`config.mk`:
```
export PLATFORM = sky130hd
export DESIGN_NAME = timestamp_second_difference
export DESIGN_NICKNAME = d
export VERILOG_FILES = /design/src/hw/rtl/tsd_pkg.sv /design/src/hw/rtl/tsd_day_count.sv /design/src/hw/rtl/timestamp_second_difference.sv
export SDC_FILE = /design/constraint.sdc
export NUM_CORES = 1
export LEC_CHECK = 0
export ABC_AREA = 1
export ABC_CLOCK_PERIOD_IN_PS = 5700
export BUFFER_PORTS_ARGS = -buffer_cell sky130_fd_sc_hd__buf_2
export CAP_MARGIN = 20
export CELL_PAD_IN_SITES_DETAIL_PLACEMENT = 2
export CELL_PAD_IN_SITES_GLOBAL_PLACEMENT = 2
export CORE_MARGIN = 1
export CORE_UTILIZATION = 38
export DETAILED_ROUTE_END_ITERATION = 8
export PLACE_DENSITY = 0.81
export SLEW_MARGIN = 10
export SYNTH_ARGS = -nofsm -noshare
export SYNTH_HDL_FRONTEND = slang
export SYNTH_HIERARCHICAL = 1
export SYNTH_SLANG_ARGS = --single-unit
```
`constraint.sdc`:
```
create_clock -name clk_i -period 5.7 [get_ports clk_i]
set_input_delay 0.57 -clock clk_i [delete_from_list [all_inputs] [get_ports clk_i]]
set_output_delay 0.57 -clock clk_i [all_outputs]
set_load 0.05 [all_outputs]
```
`src/hw/rtl/tsd_pkg.sv`:
```
`timescale 1ns / 1ps

package tsd_pkg;

  localparam int unsigned YearW   = 7;
  localparam int unsigned MonthW  = 4;
  localparam int unsigned DayW    = 5;
  localparam int unsigned HourW   = 5;
  localparam int unsigned MinuteW = 6;
  localparam int unsigned SecondW = 6;
  localparam int unsigned OutW    = 33;

  localparam int unsigned YearDays      = 365;
  localparam int unsigned DayHours      = 24;
  localparam int unsigned HourMinutes   = 60;
  localparam int unsigned MinuteSeconds = 60;
  localparam int unsigned YearMonths    = 12;

  typedef logic        [15:0] day_sum_t;
  typedef logic signed [16:0] day_num_t;
  typedef logic signed [17:0] day_diff_t;
  typedef logic signed [21:0] hour_t;
  typedef logic signed [27:0] minute_t;
  typedef logic signed [OutW-1:0] second_t;
  typedef logic signed [HourW:0] hour_diff_t;
  typedef logic signed [MinuteW:0] minute_diff_t;
  typedef logic signed [SecondW:0] second_diff_t;
  typedef logic        [8:0] month_days_t;

  localparam month_days_t MonthStart [YearMonths+1] = '{
    9'd0, 9'd31, 9'd59, 9'd90, 9'd120, 9'd151, 9'd181,
    9'd212, 9'd243, 9'd273, 9'd304, 9'd334, 9'd365
  };

  function automatic month_days_t whole_month_days(logic [MonthW-1:0] month, logic leap);
    logic [3:0]  whole;
    month_days_t days;
    if (month == '0) begin
      whole = 4'd0;
    end else if (month > MonthW'(YearMonths)) begin
      whole = 4'(YearMonths);
    end else begin
      whole = 4'(month - MonthW'(1));
    end
    days = MonthStart[whole];
    if (leap && (whole >= 4'd2)) begin
      days = days + month_days_t'(1);
    end
    return days;
  endfunction

endpackage

```
`src/hw/rtl/tsd_day_count.sv`:
```
`timescale 1ns / 1ps

module tsd_day_count (
  input  logic [tsd_pkg::YearW-1:0]  year_i,
  input  logic [tsd_pkg::MonthW-1:0] month_i,
  input  logic [tsd_pkg::DayW-1:0]   day_i,
  output tsd_pkg::day_num_t          days_o
);
  import tsd_pkg::*;

  day_sum_t year_part;
  day_sum_t leap_part;
  day_sum_t total;
  logic     leap;

  assign leap      = (year_i[1:0] == 2'b00);
  assign year_part = day_sum_t'(year_i) * day_sum_t'(YearDays);
  assign leap_part = day_sum_t'((day_sum_t'(year_i) + day_sum_t'(3)) >> 2);
  assign total     = year_part + leap_part + day_sum_t'(whole_month_days(month_i, leap))
                   + day_sum_t'(day_i);
  assign days_o    = $signed({1'b0, total}) - day_num_t'(1);

endmodule

```
`src/hw/rtl/timestamp_second_difference.sv`:
```
`timescale 1ns / 1ps

// Channel   Direction  Handshake                 Payload
// in        input      in_valid_i / in_stall_o   left_*_i, right_*_i timestamp pair
// out       output     out_valid_o / out_stall_i seconds_apart_o, left minus right
//
// Four register stages: day counts, hours, minutes, seconds.
// One pair is accepted every cycle while in_stall_o is low.
// Each stage holds its beat while the stage after it is full and stalled.
// Reset clears the stage valid bits only.
module timestamp_second_difference (
  input  logic                         clk_i,
  input  logic                         rst_ni,
  input  logic                         in_valid_i,
  output logic                         in_stall_o,
  input  logic [tsd_pkg::YearW-1:0]    left_year_i,
  input  logic [tsd_pkg::MonthW-1:0]   left_month_i,
  input  logic [tsd_pkg::DayW-1:0]     left_day_i,
  input  logic [tsd_pkg::HourW-1:0]    left_hour_i,
  input  logic [tsd_pkg::MinuteW-1:0]  left_minute_i,
  input  logic [tsd_pkg::SecondW-1:0]  left_second_i,
  input  logic [tsd_pkg::YearW-1:0]    right_year_i,
  input  logic [tsd_pkg::MonthW-1:0]   right_month_i,
  input  logic [tsd_pkg::DayW-1:0]     right_day_i,
  input  logic [tsd_pkg::HourW-1:0]    right_hour_i,
  input  logic [tsd_pkg::MinuteW-1:0]  right_minute_i,
  input  logic [tsd_pkg::SecondW-1:0]  right_second_i,
  output logic                         out_valid_o,
  input  logic                         out_stall_i,
  output logic signed [tsd_pkg::OutW-1:0] seconds_apart_o
);
  import tsd_pkg::*;

  day_num_t     left_days;
  day_num_t     right_days;

  logic         v1_q, v2_q, v3_q, v4_q;
  logic         en1, en2, en3, en4;

  day_num_t     dl1_q, dr1_q;
  hour_diff_t   dh1_q;
  minute_diff_t dm1_q, dm2_q;
  second_diff_t ds1_q, ds2_q, ds3_q;
  hour_t        hrs2_d, hrs2_q;
  minute_t      min3_d, min3_q;
  second_t      sec4_d, sec4_q;
  day_diff_t    dd;

  tsd_day_count u_left_days (
    .year_i  (left_year_i),
    .month_i (left_month_i),
    .day_i   (left_day_i),
    .days_o  (left_days)
  );

  tsd_day_count u_right_days (
    .year_i  (right_year_i),
    .month_i (right_month_i),
    .day_i   (right_day_i),
    .days_o  (right_days)
  );

  assign en4 = !v4_q || !out_stall_i;
  assign en3 = !v3_q || en4;
  assign en2 = !v2_q || en3;
  assign en1 = !v1_q || en2;
  assign in_stall_o = !en1;

  assign dd     = day_diff_t'(dl1_q) - day_diff_t'(dr1_q);
  assign hrs2_d = hour_t'(dd) * hour_t'(DayHours) + hour_t'(dh1_q);
  assign min3_d = minute_t'(hrs2_q) * minute_t'(HourMinutes) + minute_t'(dm2_q);
  assign sec4_d = second_t'(min3_q) * second_t'(MinuteSeconds) + second_t'(ds3_q);

  always_ff @(posedge clk_i or negedge rst_ni) begin
    if (!rst_ni) begin
      v1_q <= 1'b0;
      v2_q <= 1'b0;
      v3_q <= 1'b0;
      v4_q <= 1'b0;
    end else begin
      if (en1) begin
        v1_q <= in_valid_i;
      end
      if (en2) begin
        v2_q <= v1_q;
      end
      if (en3) begin
        v3_q <= v2_q;
      end
      if (en4) begin
        v4_q <= v3_q;
      end
    end
  end

  always_ff @(posedge clk_i) begin
    if (en1) begin
      dl1_q <= left_days;
      dr1_q <= right_days;
      dh1_q <= $signed({1'b0, left_hour_i}) - $signed({1'b0, right_hour_i});
      dm1_q <= $signed({1'b0, left_minute_i}) - $signed({1'b0, right_minute_i});
      ds1_q <= $signed({1'b0, left_second_i}) - $signed({1'b0, right_second_i});
    end
    if (en2) begin
      hrs2_q <= hrs2_d;
      dm2_q  <= dm1_q;
      ds2_q  <= ds1_q;
    end
    if (en3) begin
      min3_q <= min3_d;
      ds3_q  <= ds2_q;
    end
    if (en4) begin
      sec4_q <= sec4_d;
    end
  end

  assign out_valid_o     = v4_q;
  assign seconds_apart_o = sec4_q;

endmodule

```
**Word-level counts from Yosys, hierarchy flattened**

Memories as Yosys holds them, arrays and structs flattened.
Cells that the tools add are included.

- Flip-flop bits (word level): 162
- Memory bits (read-only): 288
- Input bits: 70
- Output and inout bits: 35
- Logic and storage cells: 77
- Memories kept: 2

Memory list:

| memory | depth | width | rd ports | clocked after memory_dff | write ports | RTL line | source |
|---|---|---|---|---|---|---|---|
| (no name shown) | 16 | 9 | 1 | 0 | 0 | tsd_pkg.sv:45 | `days = MonthStart[whole];` |
| (no name shown) | 16 | 9 | 1 | 0 | 0 | tsd_pkg.sv:45 |  |

- Add/sub/neg operators: 21
- $mul: 5
- $lt $le $gt $ge: 6
- Mux-type cells: 10
- Bitwise gates (word level): 2
- Reductions and logical operators: 16

Operators with widths:

| operator | count |
|---|---|
| 9-bit two-way mux | 6 |
| 16-bit by 1-bit subtractor with 17-bit output, second input constant | 2 |
| 33-bit by 7-bit adder with 33-bit output | 1 |
| 16-bit by 14-bit adder with 16-bit output | 2 |
| 16-bit by 5-bit adder with 16-bit output | 2 |
| 16-bit by 9-bit adder with 16-bit output | 2 |
| 7-bit by 9-bit multiplier with 16-bit output, second input constant | 2 |
| 28-bit by 5-bit multiplier with 31-bit output, second input constant | 1 |
| 28-bit by 7-bit adder with 28-bit output | 1 |
| 22-bit by 5-bit multiplier with 26-bit output, second input constant | 1 |
| 22-bit by 6-bit adder with 22-bit output | 1 |
| 18-bit by 3-bit multiplier with 19-bit output, second input constant | 1 |
| 9-bit by 1-bit adder with 9-bit output, second input constant | 2 |
| 17-bit by 17-bit subtractor with 18-bit output | 1 |
| 7-bit by 2-bit adder with 8-bit output, second input constant | 2 |
| 4-bit two-way mux | 4 |
| 6-bit by 6-bit subtractor with 7-bit output | 2 |
| 5-bit greater-or-equal comparator, second input constant | 2 |
| 4-bit NOT with 5-bit output | 2 |
| 4-bit by 2-bit greater-or-equal comparator with 1-bit output, second input constant | 2 |
| 4-bit > comparator, second input constant | 2 |
| 4-bit zero test | 2 |
| 4-bit by 1-bit subtractor with 4-bit output, second input constant | 2 |
| 1-bit zero test | 6 |
| other kinds (4) | 9 |

**Logic depth before layout (Yosys ltp)**

- Depth in word-level cells: 12
- Mapped depth: 40
- Depth with buffers taken out: 40

**Hierarchy**

Netlist, hierarchy kept.

Modules (own cells, without submodules):

| module | times used | cells each | area an instance (µm²) | seq. area each (µm²) |
|---|---|---|---|---|
| timestamp_second_difference | 1 | 2,312 | 18,326.3 | 4,844.6 |
| tsd_day_count at u_right_days | 1 | 516 | 3,430.8 | 0.0 |
| tsd_day_count at u_left_days | 1 | 525 | 3,385.7 | 0.0 |

**Worst setup path before layout**

Ideal clock, no wire load.

- Kind: input -> register
- From: in right_month_i[0] in the netlist's numbering
- To: reg dr1_q[15] (data pin)
- Library setup time: 0.249 ns
- Arrival: 5.824 ns
- Data required time: 5.451 ns
- Setup slack: -0.374 ns
- Stages: 33
- Buffers on the path: 0
- Cell sequence: inv_1 ha_1 inv_1 nand3_4 nand3_2 ha_1 o21ai_1 nand2_2 inv_1 ha_1 nand3_1 nor2_2 nand3_1 nand2_1 inv_1 ha_1 fa_1 fa_1 fa_1 ha_1 ha_1 nand2_1 inv_1 a21oi_1 nand2_1 nand2_1 nand2_1 nor2_1 nand2_1 nor2_2 nand3_1 nand2_1 inv_1

- Longest elaborated chain between the ends: 12
- Elaborated cells between the ends (all ways): 16
- Those cells by class: add/sub: 5; order compare: 2; mux: 5; bitwise: 1; reduce/logical: 2; memory: 1

RTL lines:

| what | RTL line | source |
|---|---|---|
| from (decl) | timestamp_second_difference.sv:23 | `input logic [tsd_pkg::MonthW-1:0] right_month_i,` |
| 4-bit by 1-bit subtractor with 4-bit output or 4-bit > comparator (tied branches) | tsd_pkg.sv:43, tsd_pkg.sv:40 |  |
| 4-bit two-way mux | tsd_pkg.sv:40 | `end else if (month > MonthW'(YearMonths)) begin` |
| 4-bit two-way mux (*) | tsd_pkg.sv:38 | `if (month == '0) begin` |
| 4-bit NOT with 5-bit output (implied by the code) | tsd_pkg.sv:45 |  |
| memory 16 x 9 bit | -- |  |
| 9-bit two-way mux (implied by the code) (2 in series) | tsd_pkg.sv:45 |  |
| 9-bit by 1-bit adder with 9-bit output | tsd_pkg.sv:47 | `days = days + month_days_t'(1);` |
| 9-bit two-way mux (*) | tsd_pkg.sv:46 | `if (leap && (whole >= 4'd2)) begin` |
| 16-bit by 9-bit adder with 16-bit output (*) | tsd_day_count.sv:19 | `assign total = year_part + leap_part + day_sum_t'(whole_month_days(month_i, leap))` |
| 16-bit by 5-bit adder with 16-bit output (*) | tsd_day_count.sv:20 | `+ day_sum_t'(day_i);` |
| 16-bit by 1-bit subtractor with 17-bit output (*) | tsd_day_count.sv:21 | `assign days_o = $signed({1'b0, total}) - day_num_t'(1);` |
| net right_days[15] | timestamp_second_difference.sv:35 | `day_num_t right_days;` |
| to (signal assigned) | timestamp_second_difference.sv:99 | `dr1_q <= right_days;` |
| to (decl) | timestamp_second_difference.sv:40 | `day_num_t dl1_q, dr1_q;` |

The timed path passes the listed nets; every way through them passes the cells marked *. The select of a mux whose other input is x is not followed.
A chain may end at the register's enable or synchronous reset.

**Worst setup path in the final report**

- From: in left_month_i[0] in the netlist's numbering
- To: reg dl1_q[15] (data pin)

- Longest elaborated chain between the ends: 12
- Elaborated cells between the ends (all ways): 16
- Those cells by class: add/sub: 5; order compare: 2; mux: 5; bitwise: 1; reduce/logical: 2; memory: 1

RTL lines:

| what | RTL line | source |
|---|---|---|
| from (decl) | timestamp_second_difference.sv:17 | `input logic [tsd_pkg::MonthW-1:0] left_month_i,` |
| 4-bit by 1-bit subtractor with 4-bit output or 4-bit > comparator (tied branches) | tsd_pkg.sv:43, tsd_pkg.sv:40 |  |
| 4-bit two-way mux | tsd_pkg.sv:40 |  |
| 4-bit two-way mux (*) | tsd_pkg.sv:38 |  |
| 4-bit NOT with 5-bit output (implied by the code) | tsd_pkg.sv:45 |  |
| memory 16 x 9 bit | -- |  |
| 9-bit two-way mux (implied by the code) (2 in series) | tsd_pkg.sv:45 |  |
| 9-bit by 1-bit adder with 9-bit output | tsd_pkg.sv:47 |  |
| 9-bit two-way mux (*) | tsd_pkg.sv:46 |  |
| 16-bit by 9-bit adder with 16-bit output (*) | tsd_day_count.sv:19 |  |
| 16-bit by 5-bit adder with 16-bit output (*) | tsd_day_count.sv:20 |  |
| 16-bit by 1-bit subtractor with 17-bit output (*) | tsd_day_count.sv:21 |  |
| net left_days[15] | timestamp_second_difference.sv:34 | `day_num_t left_days;` |
| to (signal assigned) | timestamp_second_difference.sv:98 | `dl1_q <= left_days;` |
| to (decl) | timestamp_second_difference.sv:40 |  |

Marked as above.

==> flow_summary.ini <==
[grt]
antenna_found_initial = 2
grt_pass1_wl_um = 151000
grt_pass1_vias = 27900
grt_usage_pct = 28.6
grt_start_max_net_pins = 38
grt_overflow_total = 0

[logic_synthesis]
synth_top_cell_area_share_pct = 19.0
synthCells = 3353
syn_avg_cell_area_um2 = 7.50
synth_largest_area_cell = ha_1
synth_enable_flop_cells = 158
postSynth.asyncResetShare_pct = 2.47
syn_nets = 3964
synth_seq_cells = 162
ys_warn_count = 6
synth_area_leaders = ha_1 (19%), edfxtp_1 (19%), fa_1 (13%)
yosysSeqAreaShare_pct = 19.3
syn_area_um2 = 25100
synth_ff_type = edfxtp_1
ys_types = 50
synthTopCellsByCount = nand2_1 (807), inv_1 (712), ha_1 (381)
post-synth-top-count-cell = nand2_1

[setup_path]
slowest_stage = fa_1
critPathLaunchType = input port
crit_type = in -> reg
crit_fanout = 5
cp_common_cell = nand2_1
worst_setup_path_end_kind = register
arrival_ps = 6800
slowest_delay_ps = 580
critical_path_required_ps = 5980

[clock_tree]
cts.sinks = 162
htreeDepth = 4
path_clk_slew_ps = 90
cts_root_buf = clkbuf_16
clockBufferDepth = 2
clock_latency_ps = 520
cts_tree = built
cts_buffers = 17

[sta]
setup_viol = 24
worstMarginPinSlew_ps = 1040
fin_skew_ps = 22.2
timing.final.crit_share_pct = 114
finalSetupTns_ps = -10820
fin_ws_ps = -823
max_freq_mhz = 153
finalHoldViolCount = 0
min_period_ps = 6520
rsz0062_at_grt = true
slew_viol_final = 0
slew_headroom_pct = 30.6

[floorplan]
boundaryPins = 105
die_h_um = 259
die_area_um2 = 67200
core_um2 = 64900
row_count = 93
start_util_pct = 38.7
dieWidth_um = 259

[place]
routabilityCongestion = 0.876
dpl.hpwl_um = 74100
post_dp_cell_area_um2 = 27900
port-buffer-count = 104

[route]
vias = 25000
final_antenna_net_count = 0
route.detailed.drc = 0
drtIter0Drc = 1317
firstDrtPassIters = 5
viasPerCell = 5.54
routed_wl_um = 114000
wl_per_cell_um = 25.3

[job]
maxCapViolations = 0

[finish]
final-seq-area_um2 = 4840
drive_gt1_share_pct = 18.6
nNetsFinal = 4257
syn_to_final_growth_pct = 20.7
fillerInstances = 7414
final_area_um2 = 30300
multi_input_area_um2 = 19100

[min_path]
hold_path_class = in -> reg

[run_status]
violations = setup timing
status = finished with violations
==> final cells by class <==
class,count,share of cell area [%]
clock buffers,18,1.45
well taps,855,3.53
inverters,723,9.15
clock inverters,14,0.553
repair buffers,273,6.35
multi-input cells,2469,63.0
flip-flops and latches,162,16.0
diodes,1,0.00825
==> path summary, 6_finish.rpt <==
path / startpoint / endpoint / slack, ps / cells past startpoint
min in group asynchronous: rst_ni / v2_q$_DFFE_PN0P_ / 430 / 2
worst min register to register: ds2_q[0]$_DFFE_PP_ / ds3_q[0]$_DFFE_PP_ / 430 / 0
worst max register to register: dl1_q[0]$_DFFE_PN_ / hrs2_q[21]$_DFFE_PP_ / -60 / 28
worst max-delay path: left_month_i[0] / dl1_q[15]$_DFFE_PN_ / -820 / 38
max in group asynchronous: rst_ni / out_valid_o$_DFFE_PN0P_ / 5120 / 2
worst min-delay path: in_valid_i / v1_q$_DFFE_PN0N_ / 280 / 2
==> worst max-delay path: cells and delay by family <==
family	cells	cell delay [ps]
adders and majority gates	8	2640
and+or+nand+nor	17	2160
buffers and inverters	11	980
AOI/OAI and AO/OA	2	380
==> layout by cell type, fill, tap and decap left out, drive strengths merged, types with 18 or more instances in the layout <==
cell type  Yosys  routed
a21oi        182     182
nand3        209     209
nand2        842     843
xor2         129     129
o21bai        23      23
a21o          18      18
nor3          35      35
o21ai         90      90
inv          723     727
edfxtp       158     158
fa           160     160
clkbuf         0      19
xnor2         43      43
nor2         249     249
ha           381     381
nand4         41      41
buf            0     271
==> sequential cells by signal, summed over array words and instances, names as in the netlist <==
signal,flops
dm1_q,7
ds2_q,7
min3_q,28
v3_q,1
dr1_q,17
v1_q,1
out_valid_o,1
ds3_q,7
ds1_q,7
v2_q,1
seconds_apart_o,33
hrs2_q,22
dh1_q,6
dm2_q,7
dl1_q,17
==> layer usage <==
layer / track usage (%) / part of all wire (%) / vias to the layer above
met1: 31.6 / 39 / 12700
met4: 11.7 / 5.0 / 0
met2: 54.8 / 53 / 680
met5: 0 / 0 / -
li1: - / - / 11300
met3: 3.34 / 3.0 / 333
==> cells by family after synthesis <==
family | share of synthesized area [%]
AOI/OAI and AO/OA | 7.54
xor gates and xnor gates | 6.05
buffers and inverters | 10.8
DFF | 19.3
and+or+nand+nor | 24.6
adders and majority gates | 31.7
==> per-stage QoR <==
stage / std cells / hold WS [ps] / setup WS (ps) / utilization (%)
3_3_place_gp: 4422 / 378 / -446 / 43.0
5_1_grt: 4514 / 277 / -859 / 46.7
2_1_floorplan: 3353 / 274 / -39.8 / -
4_1_cts: 4490 / 268 / -28.7 / 45.1
3_5_place_dp: 4422 / 396 / -867 / 43.0
6_report: 4515 / 282 / -823 / 46.7
==> what timing repair did <==
item,CTS,global route
endpoints found under the setup margin,19,23
pin swaps,84,142
cloned,1,0
hold buffers,1,0
endpoints found under the hold margin,4,0
setup buffers,34,27
resized for setup,140,214
Power is not shown: default switching activity piles up to over one toggle a cycle in this logic, so the estimate is an artifact.
